===== src/rtl/pnm_pkg.sv =====
`default_nettype none

package pnm_pkg;

	localparam int unsigned LINE_LIMIT_DEF = 70;
	localparam int unsigned CMD_BYTES = 6;
	localparam int unsigned CMD_IDX_W = $clog2(CMD_BYTES);
	localparam int unsigned CMDQ_DEPTH = 2;
	localparam int unsigned CMDQ_AW = (CMDQ_DEPTH > 1) ? $clog2(CMDQ_DEPTH) : 1;

	localparam logic [1:0] REG_FORMAT_MODE   = 2'd0;
	localparam logic [1:0] REG_MAX_SAMPLE    = 2'd1;
	localparam logic [1:0] REG_CHANNEL_COUNT = 2'd2;

	typedef enum logic [1:0] {
		FMT_RAW_BIT,
		FMT_PLAIN_BIT,
		FMT_RAW_SAMPLE,
		FMT_PLAIN_SAMPLE
	} fmt_t;

	typedef struct packed {
		logic [15:0] sample_value;
		logic        row_end;
	} item_t;

	typedef struct packed {
		logic [7:0] out_byte;
		logic       run_last;
		logic       clamped;
		logic       bit_error;
	} result_t;

	typedef struct packed {
		logic [CMD_BYTES-1:0][7:0] bytes;
		logic [CMD_IDX_W-1:0]      last_idx;
		logic                      clamped;
		logic                      bit_error;
	} cmd_t;

endpackage

`default_nettype wire


===== src/rtl/pnm_front.sv =====
`default_nettype none

module pnm_front #(
	parameter int unsigned LINE_LIMIT = pnm_pkg::LINE_LIMIT_DEF
) (
	input  wire logic           clk,
	input  wire logic           arst_n,
	input  wire pnm_pkg::fmt_t  format_mode,
	input  wire logic [15:0]    max_sample,
	input  wire logic [1:0]     channel_count,
	input  wire logic           push,
	output logic                full,
	input  wire pnm_pkg::item_t item,
	output logic                cmd_push,
	output pnm_pkg::cmd_t       cmd,
	input  wire logic           q_full
);
	import pnm_pkg::*;

	localparam logic [7:0] LL_B  = 8'(LINE_LIMIT);
	localparam logic [7:0] LL_M1 = 8'(LINE_LIMIT - 1);
	localparam logic [7:0] CH_SPACE = 8'h20;
	localparam logic [7:0] CH_NL    = 8'h0A;
	localparam logic [3:0] CH_DIGIT_HI = 4'h3;

	typedef enum logic [1:0] {
		F_IDLE,
		F_CONV,
		F_BUILD
	} fstate_t;

	fstate_t         state_q, state_d;
	logic [7:0]      acc_q, acc_d;
	logic [2:0]      pos_q, pos_d;
	logic            perr_q, perr_d;
	logic [6:0]      lc_q, lc_d;
	logic [1:0]      phase_q, phase_d;
	logic [15:0]     x_q, x_d;
	logic [2:0]      nd_q, nd_d;
	logic [3:0]      digs_q [5];
	logic [3:0]      digs_d [5];
	logic [2:0]      width_q, width_d;
	logic [7:0]      sep_q, sep_d;
	logic            clamp_q, clamp_d;

	logic            accept;
	logic [1:0]      chns;
	logic [2:0]      phase_inc;
	logic [15:0]     vc;
	logic            clamp_w;
	logic [2:0]      width_w;
	logic [4:0]      six_ch;
	logic [6:0]      lc_w;
	logic            nl_w;
	logic [7:0]      acc_n;
	logic            perr_n;
	logic [6:0]      lc_mid;
	logic [31:0]     prod;
	logic [15:0]     quot;
	logic [3:0]      dig;
	cmd_t            build;

	function automatic logic [6:0] sat_add(input logic [6:0] c, input logic [2:0] k);
		logic [7:0] s;
		s = {1'b0, c} + {5'b0, k};
		return s[7] ? 7'd127 : s[6:0];
	endfunction

	assign full   = (state_q != F_IDLE) || q_full;
	assign accept = push && !full;

	assign chns      = (channel_count == 2'd0) ? 2'd1 : channel_count;
	assign phase_inc = {1'b0, phase_q} + 3'd1;
	assign clamp_w   = item.sample_value > max_sample;
	assign vc        = clamp_w ? max_sample : item.sample_value;
	assign width_w   = (max_sample > 16'd9999) ? 3'd5 :
	                   (max_sample > 16'd999)  ? 3'd4 :
	                   (max_sample > 16'd99)   ? 3'd3 :
	                   (max_sample > 16'd9)    ? 3'd2 : 3'd1;
	assign six_ch    = {1'b0, chns, 2'b00} + {2'b00, chns, 1'b0};
	assign lc_w      = sat_add(lc_q, width_w);
	assign nl_w      = ((({1'b0, lc_w} + {3'b000, six_ch}) > LL_B) && (phase_q == 2'd0))
	                   || item.row_end;
	assign acc_n     = acc_q | ((item.sample_value == 16'd0) ? (8'h80 >> pos_q) : 8'h00);
	assign perr_n    = perr_q | (item.sample_value > 16'd1);
	assign lc_mid    = ({1'b0, lc_q} > LL_M1) ? 7'd0 : sat_add(lc_q, 3'd1);

	assign prod = x_q * 16'd52429;
	assign quot = {3'b000, prod[31:19]};
	assign dig  = 4'(x_q - ({quot[12:0], 3'b000} + {quot[14:0], 1'b0}));

	always_comb begin
		logic [2:0] pad;
		logic [2:0] jj;
		logic [2:0] di;
		pad   = width_q - nd_q;
		build = '0;
		build.last_idx = CMD_IDX_W'(width_q);
		build.clamped  = clamp_q;
		for (int j = 0; j < CMD_BYTES; j++) begin
			jj = 3'(j);
			di = width_q - 3'd1 - jj;
			if (jj < pad) begin
				build.bytes[j] = CH_SPACE;
			end else if (jj < width_q) begin
				build.bytes[j] = {CH_DIGIT_HI, digs_q[di]};
			end else if (jj == width_q) begin
				build.bytes[j] = sep_q;
			end
		end
	end

	always_comb begin
		state_d = state_q;
		acc_d   = acc_q;
		pos_d   = pos_q;
		perr_d  = perr_q;
		lc_d    = lc_q;
		phase_d = phase_q;
		x_d     = x_q;
		nd_d    = nd_q;
		digs_d  = digs_q;
		width_d = width_q;
		sep_d   = sep_q;
		clamp_d = clamp_q;
		cmd_push = 1'b0;
		cmd      = '0;
		case (state_q)
			F_IDLE: begin
				if (accept) begin
					case (format_mode)
						FMT_RAW_BIT: begin
							if (pos_q == 3'd7 || item.row_end) begin
								cmd_push      = 1'b1;
								cmd.bytes[0]  = acc_n;
								cmd.bit_error = perr_n;
								acc_d  = '0;
								pos_d  = '0;
								perr_d = 1'b0;
							end else begin
								acc_d  = acc_n;
								pos_d  = pos_q + 3'd1;
								perr_d = perr_n;
							end
						end
						FMT_PLAIN_BIT: begin
							cmd_push      = 1'b1;
							cmd.bit_error = item.sample_value > 16'd1;
							cmd.bytes[0]  = ({1'b0, lc_q} > LL_M1) ? CH_NL : CH_SPACE;
							cmd.bytes[1]  = {CH_DIGIT_HI, 3'b000, ~item.sample_value[0]};
							cmd.bytes[2]  = CH_NL;
							cmd.last_idx  = item.row_end ? CMD_IDX_W'(2) : CMD_IDX_W'(1);
							lc_d = sat_add(lc_mid, 3'd1);
						end
						FMT_RAW_SAMPLE: begin
							cmd_push    = 1'b1;
							cmd.clamped = clamp_w;
							if (max_sample > 16'd255) begin
								cmd.bytes[0] = vc[15:8];
								cmd.bytes[1] = vc[7:0];
								cmd.last_idx = CMD_IDX_W'(1);
							end else begin
								cmd.bytes[0] = vc[7:0];
							end
						end
						FMT_PLAIN_SAMPLE: begin
							x_d     = vc;
							nd_d    = '0;
							width_d = width_w;
							sep_d   = nl_w ? CH_NL : CH_SPACE;
							clamp_d = clamp_w;
							lc_d    = nl_w ? 7'd0 : sat_add(lc_w, 3'd1);
							state_d = F_CONV;
						end
						default: begin
						end
					endcase
					if (item.row_end) begin
						lc_d    = '0;
						phase_d = '0;
						acc_d   = '0;
						pos_d   = '0;
						perr_d  = 1'b0;
					end else begin
						phase_d = (phase_inc >= {1'b0, chns}) ? 2'd0 : phase_inc[1:0];
					end
				end
			end
			F_CONV: begin
				digs_d[nd_q] = dig;
				nd_d = nd_q + 3'd1;
				x_d  = quot;
				if (quot == 16'd0 || nd_q == 3'd4) begin
					state_d = F_BUILD;
				end
			end
			F_BUILD: begin
				cmd = build;
				if (!q_full) begin
					cmd_push = 1'b1;
					state_d  = F_IDLE;
				end
			end
			default: begin
				state_d = F_IDLE;
			end
		endcase
	end

	always_ff @(posedge clk or negedge arst_n) begin
		if (!arst_n) begin
			state_q <= F_IDLE;
			acc_q   <= '0;
			pos_q   <= '0;
			perr_q  <= 1'b0;
			lc_q    <= '0;
			phase_q <= '0;
			nd_q    <= '0;
		end else begin
			state_q <= state_d;
			acc_q   <= acc_d;
			pos_q   <= pos_d;
			perr_q  <= perr_d;
			lc_q    <= lc_d;
			phase_q <= phase_d;
			nd_q    <= nd_d;
		end
	end

	always_ff @(posedge clk) begin
		x_q     <= x_d;
		digs_q  <= digs_d;
		width_q <= width_d;
		sep_q   <= sep_d;
		clamp_q <= clamp_d;
	end

`ifndef SYNTH
	a_conv_digits: assert property (@(posedge clk) disable iff (!arst_n)
		state_q == F_CONV |-> nd_q < 3'd5)
		else $error("digit count ran past five");

	a_build_fits: assert property (@(posedge clk) disable iff (!arst_n)
		state_q == F_BUILD |-> nd_q <= width_q)
		else $error("decimal digits exceed field width");

	a_push_room: assert property (@(posedge clk) disable iff (!arst_n)
		cmd_push |-> !q_full)
		else $error("request pushed into full queue");
`endif

endmodule

`default_nettype wire


===== src/rtl/pnm_cmdq.sv =====
`default_nettype none

module pnm_cmdq (
	input  wire logic          clk,
	input  wire logic          arst_n,
	input  wire logic          wr_en,
	input  wire pnm_pkg::cmd_t wr_cmd,
	output logic               full,
	input  wire logic          rd_en,
	output pnm_pkg::cmd_t      rd_cmd,
	output logic               empty
);
	import pnm_pkg::*;

	localparam logic [CMDQ_AW-1:0] LAST_PTR = CMDQ_AW'(CMDQ_DEPTH - 1);
	localparam logic [CMDQ_AW:0]   DEPTH_C  = (CMDQ_AW + 1)'(CMDQ_DEPTH);

	cmd_t               ent_q [CMDQ_DEPTH];
	logic [CMDQ_AW-1:0] wr_ptr_q;
	logic [CMDQ_AW-1:0] rd_ptr_q;
	logic [CMDQ_AW:0]   count_q;

	assign full   = count_q == DEPTH_C;
	assign empty  = count_q == '0;
	assign rd_cmd = ent_q[rd_ptr_q];

	always_ff @(posedge clk or negedge arst_n) begin
		if (!arst_n) begin
			wr_ptr_q <= '0;
			rd_ptr_q <= '0;
			count_q  <= '0;
		end else begin
			if (wr_en) begin
				wr_ptr_q <= (wr_ptr_q == LAST_PTR) ? '0 : wr_ptr_q + 1'b1;
			end
			if (rd_en) begin
				rd_ptr_q <= (rd_ptr_q == LAST_PTR) ? '0 : rd_ptr_q + 1'b1;
			end
			case ({wr_en, rd_en})
				2'b10:   count_q <= count_q + 1'b1;
				2'b01:   count_q <= count_q - 1'b1;
				default: count_q <= count_q;
			endcase
		end
	end

	always_ff @(posedge clk) begin
		if (wr_en) begin
			ent_q[wr_ptr_q] <= wr_cmd;
		end
	end

`ifndef SYNTH
	a_count_bound: assert property (@(posedge clk) disable iff (!arst_n)
		count_q <= DEPTH_C)
		else $error("queue count exceeds depth");
`endif

endmodule

`default_nettype wire


===== src/rtl/pnm_back.sv =====
`default_nettype none

module pnm_back (
	input  wire logic          clk,
	input  wire logic          arst_n,
	input  wire pnm_pkg::cmd_t q_cmd,
	input  wire logic          q_empty,
	output logic               q_pop,
	output logic               empty,
	input  wire logic          pop,
	output pnm_pkg::result_t   result
);
	import pnm_pkg::*;

	cmd_t                 cur_q;
	logic                 valid_q;
	logic [CMD_IDX_W-1:0] idx_q;

	logic take;
	logic finish;

	assign empty  = !valid_q;
	assign result.out_byte  = cur_q.bytes[idx_q];
	assign result.run_last  = idx_q == cur_q.last_idx;
	assign result.clamped   = cur_q.clamped;
	assign result.bit_error = cur_q.bit_error;

	assign take   = pop && valid_q;
	assign finish = take && result.run_last;
	assign q_pop  = (!valid_q || finish) && !q_empty;

	always_ff @(posedge clk or negedge arst_n) begin
		if (!arst_n) begin
			valid_q <= 1'b0;
			idx_q   <= '0;
		end else begin
			if (q_pop) begin
				valid_q <= 1'b1;
				idx_q   <= '0;
			end else if (finish) begin
				valid_q <= 1'b0;
				idx_q   <= '0;
			end else if (take) begin
				idx_q <= idx_q + 1'b1;
			end
		end
	end

	always_ff @(posedge clk) begin
		if (q_pop) begin
			cur_q <= q_cmd;
		end
	end

`ifndef SYNTH
	a_idx_bound: assert property (@(posedge clk) disable iff (!arst_n)
		valid_q |-> idx_q <= cur_q.last_idx)
		else $error("byte index past last byte of request");
`endif

endmodule

`default_nettype wire


===== src/rtl/pnm_row_byte_encoder_unit.sv =====
// Path: a raw or bitmap request goes through the request queue and the back end's register
// before its first byte can be popped; plain decimal first runs the divide-by-ten loop over the
// sample's d digits (1 to 5). Output: one byte per cycle while pop is held and a request waits;
// plain decimal input is held off by full in the one-digit-per-cycle loop and the build state,
// and once the request queue fills the output byte rate bounds the input in every mode.
// Reset (arst_n low, asynchronous) clears row state and the queue and loads the
// registers with mode raw samples, max sample 255, one channel.
`default_nettype none

module pnm_row_byte_encoder_unit #(
	parameter int unsigned LINE_LIMIT = pnm_pkg::LINE_LIMIT_DEF
) (
	input  wire logic             clk,
	input  wire logic             arst_n,
	input  wire logic             cfg_we,
	input  wire logic [1:0]       cfg_addr,
	input  wire logic [15:0]      cfg_data,
	input  wire logic             push,
	output logic                  full,
	input  wire pnm_pkg::item_t   item,
	output logic                  empty,
	input  wire logic             pop,
	output pnm_pkg::result_t      result
);
	import pnm_pkg::*;

	fmt_t        fmt_q;
	logic [15:0] max_q;
	logic [1:0]  chn_q;

	logic cmd_push;
	cmd_t cmd;
	logic q_full;
	cmd_t q_cmd;
	logic q_empty;
	logic q_pop;

	always_ff @(posedge clk or negedge arst_n) begin
		if (!arst_n) begin
			fmt_q <= FMT_RAW_SAMPLE;
			max_q <= 16'd255;
			chn_q <= 2'd1;
		end else if (cfg_we) begin
			case (cfg_addr)
				REG_FORMAT_MODE:   fmt_q <= fmt_t'(cfg_data[1:0]);
				REG_MAX_SAMPLE:    max_q <= cfg_data;
				REG_CHANNEL_COUNT: chn_q <= cfg_data[1:0];
				default: begin
				end
			endcase
		end
	end

	pnm_front #(
		.LINE_LIMIT(LINE_LIMIT)
	) u_front (
		.clk           (clk),
		.arst_n        (arst_n),
		.format_mode   (fmt_q),
		.max_sample    (max_q),
		.channel_count (chn_q),
		.push          (push),
		.full          (full),
		.item          (item),
		.cmd_push      (cmd_push),
		.cmd           (cmd),
		.q_full        (q_full)
	);

	pnm_cmdq u_cmdq (
		.clk    (clk),
		.arst_n (arst_n),
		.wr_en  (cmd_push),
		.wr_cmd (cmd),
		.full   (q_full),
		.rd_en  (q_pop),
		.rd_cmd (q_cmd),
		.empty  (q_empty)
	);

	pnm_back u_back (
		.clk     (clk),
		.arst_n  (arst_n),
		.q_cmd   (q_cmd),
		.q_empty (q_empty),
		.q_pop   (q_pop),
		.empty   (empty),
		.pop     (pop),
		.result  (result)
	);

endmodule

`default_nettype wire


===== config.mk =====
export PLATFORM = sky130hd
export DESIGN_NAME = pnm_row_byte_encoder_unit
export DESIGN_NICKNAME = d
export VERILOG_FILES = /design/src/rtl/pnm_pkg.sv /design/src/rtl/pnm_front.sv /design/src/rtl/pnm_cmdq.sv /design/src/rtl/pnm_back.sv /design/src/rtl/pnm_row_byte_encoder_unit.sv
export SDC_FILE = /design/constraint.sdc
export NUM_CORES = 1
export LEC_CHECK = 0
export BUFFER_PORTS_ARGS = -buffer_cell sky130_fd_sc_hd__clkbuf_2
export CAP_MARGIN = 40
export CORE_MARGIN = 2
export CORE_UTILIZATION = 45
export DETAILED_ROUTE_END_ITERATION = 8
export PLACE_DENSITY_LB_ADDON = 0.25
export SLEW_MARGIN = 25
export SYNTH_ARGS = -nofsm -noshare
export SYNTH_HDL_FRONTEND = slang
export SYNTH_SLANG_ARGS = --single-unit

===== constraint.sdc =====
create_clock -name clk -period 8.3 [get_ports clk]
set_input_delay 1.66 -clock clk [delete_from_list [all_inputs] [get_ports clk]]
set_output_delay 1.66 -clock clk [all_outputs]
set_load 0.05 [all_outputs]

==> summary.md <==
| Metric | Value |
|---|---|
| Vias after detailed routing | roughly 12000 |
| Largest net degree at the start of global routing | 55 |
| # diodes | 0 |
| Hold endpoint | u_cmdq.count_q[1] |
| Vias in the first global route | ~12000 |
| Post-synthesis register bit count | approximately 230 |
| Cells on worst reg2reg path | 20 |
| Crit Path Category | reg -> reg |
| Routability cong. | approximately 0.95 |
| Hold Path Class | reg -> reg |
| Hold path cells | 1 |
| Synth unique cells | 71 |
| Antenna violation net count after detailed routing | 0 |
| Synthesized area per cell | about 11 µm² |
| Data arrival, critical path | roughly 7.0 ns |
| Yosys Warn Count | 0 |
| Post-route DRC violation count | 0 |
| Achievable Freq | approximately 150 MHz |
| Full die area | 39100 µm² |
| Net Count, Synth | ~1800 |
| R2R Path End | u_front.state_q[0] |
| Num ports | between 50 and 60 |
| Clock sinks | between 200 and 250 |
| HPWL Detailed | around 32000 µm |
| Most frequent CP cell | fa_1 |
| Longest Clk Path Bufs | 3 |
| TritonRoute pass-1 iters | 5 |
| HP Start | u_cmdq.count_q[1] |
| Largest family of logic cells by synthesized area | adder cells |
| Initial Util | a little under half |
| CTS resizes | 0 |
| Global-route wire length before repair | between 60000 and 70000 µm |
| Die Y | 198 µm |
| Post-synth ARST share | a little under a quarter |
| CP peak stage delay | slightly above 0.6 ns |
| MaxCap Viol Count | 0 |
| Routed length per placed instance | 19.5 µm |
| Reg-to-reg critical path startpoint | u_front.x_q[3] |
| Synth Area in Compound Gates | between 10 and 15% |
| Multi-input gate area | approximately 9300 µm² |
| Cts hold-fix bufs | 0 |
| Buf+Inv Stages, Crit Path | 4 |
| Slew of the pin with the lowest slew margin | 0.842 ns |
| Total core area | between 30000 and 40000 µm² |
| Synth area leader | edfxtp_1 |
| Routed WL | about 40000 µm |
| Adder-Cell Fraction of Synth Area | about a quarter |
| Clock Skews | slightly below 0.01 ns |
| TritonCTS clock tree | yes |
| Setup-failing EPs final | 0 |
| Row cnt | 71 |
| Mapped Cells | about 1500 |
| Clk_lat worst skew | ~0.54 ns |
| Slew margin rel. | a little over two fifths |
| Final min period | about 6.6 ns |
| Postcts setup bufs | 0 |
| Vias per std cell | roughly 5.6 |
| Flop-to-flop setup slack | approximately 1.7 ns |
| Chip width | 198 µm |
| CP startpoint kind | flop |
| Commonest non-fill, non-tap cell in the layout | inv_1 |
| Post-synth EDFFs | between 150 and 200 |
| CP delay by family, top | adder cells |
| Post-synthesis cell area | roughly 17000 µm² |
| Share of the synthesized area in the top cell type | between 30% and 40% |
| Post-Synth XOR/XNOR Area | under 10% |
| Fraction of layout cells with a size suffix above 1 | a little over an eighth |
| Crit end category | flop |
| Status | finished, final reports clean |
| Reg clk slew, reported paths | 0.06 ns |
| Fin crit share | 79.2% |
| Area Overhead vs Synth | 9.74% |
| FF+latch area | 6680 µm² |
| Simple-gate share of the synthesized area | around 9.2% |
| Seq/Total Area, Yosys | about two fifths |
| Most frequent cells in the layout | inv_1, ha_1, edfxtp_1 |
| CP max-delay cell | a211oi_1 |
| Critical Path RT | 8.73 ns |
| Setup TNS | 0 ns |
| Crit-path cells | ha_1 > inv_1 > fa_1 > inv_1 > fa_1 > inv_1 > fa_1 > fa_1 > fa_1 > inv_1 > ha_1 > nand2_1 > o21ai_1 > nor3_1 > a211oi_1 > o21ai_0 > a21oi_1 > nor4b_2 > a41oi_1 > a21o_1 |
| Total gr overflow | 0 |
| CTS root buf | clkbuf_16 |
| H-tree depth | 1 |
| Initial antenna violation count | 0 |
| PortBufs | 52 |
| 1st-iter DRT viols | 757 |
| CP max FO | 6 |
| Net total in the final layout | 1894 |
| Fill count | 3363 |
| RSZ-0062 raised after global routing | no |
| Mux share of post-synthesis cell area | 9.03% |
| Gr usage total | between 20% and 30% |
| Top cells by area, synth | edfxtp_1, ha_1, fa_1 |
| Post-synth top flop | edfxtp_1 |
| CTS buffer count | 25 |
| Fin. Hold Viols | 0 |
| Final Slew Violations | 0 |
## worst max-delay path by stage
stage | endpoint | from | cells past startpoint
after floorplan | u_front.state_q[0] | u_front.x_q[3] | 20
after global placement | u_front.state_q[0] | u_front.x_q[3] | 20
after detailed placement | u_front.state_q[0] | u_front.x_q[3] | 20
after CTS | u_front.state_q[0] | u_front.x_q[3] | 20
after global routing | u_front.state_q[0] | u_front.x_q[3] | 20
final | u_front.state_q[0] | u_front.x_q[3] | 20
## Yosys cell counts (all sizes together) (3+ instances only)
| cell | n |
|---|---|
| o22ai | 13 |
| fa | 86 |
| dfstp | 10 |
| buf | 8 |
| and4 | 3 |
| mux2 | 71 |
| a211oi | 11 |
| o211a | 3 |
| mux2i | 43 |
| o221ai | 10 |
| nor4 | 9 |
| inv | 210 |
| a31oi | 15 |
| nor3b | 5 |
| and3 | 7 |
| a22o | 4 |
| o21a | 8 |
| a21oi | 94 |
| a22oi | 7 |
| nand3 | 32 |
| o31ai | 6 |
| or3 | 7 |
| or2 | 7 |
| o21ai | 59 |
| nor3 | 22 |
| clkbuf | 36 |
| nand3b | 3 |
| nand4 | 14 |
| nand2b | 10 |
| nor2 | 82 |
| a311oi | 3 |
| edfxtp | 177 |
| nand2 | 95 |
| dfrtp | 44 |
| xnor2 | 26 |
| a21o | 13 |
| and2 | 11 |
| nor2b | 13 |
| o41ai | 3 |
| ha | 185 |
| a221oi | 4 |
| o211ai | 12 |
| mux4 | 13 |
| xor2 | 20 |
## cell families (layout without fill, tap and decap cells)
kind of cell | Yosys count | count (layout)
adder cells (fa/ha/maj) | 271 | 271
AND/OR/NAND/NOR | 324 | 324
XOR/XNOR | 46 | 46
AO/OA/AOI/OAI | 277 | 277
buffers and inverters | 254 | 324
multiplexers | 127 | 127
flip-flops | 231 | 231
## registers in the layout, indices dropped and copies added, names as in the netlist
name,count
chn_q,2
fmt_q,2
max_q,16
u_back.cur_q,43
u_back.idx_q,3
u_back.result,2
u_back.valid_q,1
u_cmdq.count_q,2
u_cmdq.ent_q,90
u_cmdq.rd_ptr_q,1
u_cmdq.wr_ptr_q,1
u_front.acc_q,8
u_front.clamp_q,1
u_front.digs_q,20
u_front.lc_q,7
u_front.nd_q,3
u_front.perr_q,1
u_front.phase_q,2
u_front.pos_q,3
u_front.sep_q,2
u_front.state_q,2
u_front.width_q,3
u_front.x_q,16
## layout make-up
cell class | count | area share (%)
clock inverters | 15 | 0.836
multi-input cells | 1045 | 50.1
repair buffers | 70 | 2.13
well taps | 474 | 3.20
inverters | 210 | 4.25
flip-flops and latches | 231 | 36.0
clock buffers | 29 | 3.45
## routing by layer
layer	vias up	wire length, µm	global-route usage (%)
met5	-	0	0
met4	0	593	3.82
met1	5707	18600	30.3
met3	41	2210	2.76
li1	5553	-	-
met2	289	19000	35.9
## worst register-to-register path: cells and delay by family (launching register included)
kind | cells | cell delay, ns
AOI/OAI and AO/OA | 6 | 1.89
adders and majority gates | 7 | 3.36
buffers and inverters | 4 | 0.24
DFF | 1 | 0.52
and+or+nand+nor | 3 | 0.46
## through the flow
step | util [%] | cells | hold slack (ns) | setup slack, ns | instance area (µm²)
4_1_cts | 49.7 | 2071 | 0.490 | 1.79 | 18500
2_1_floorplan | - | 1530 | 0.456 | 2.21 | 16900
5_1_grt | 49.7 | 2074 | 0.521 | 1.32 | 18600
3_3_place_gp | 47.4 | 2022 | 0.478 | 1.92 | 17700
6_report | 49.7 | 2074 | 0.487 | 1.73 | 18600
3_5_place_dp | 47.5 | 2027 | 0.479 | 1.83 | 17700
Power is not shown: default switching activity piles up to over one toggle a cycle in this logic, so the estimate is an artifact.
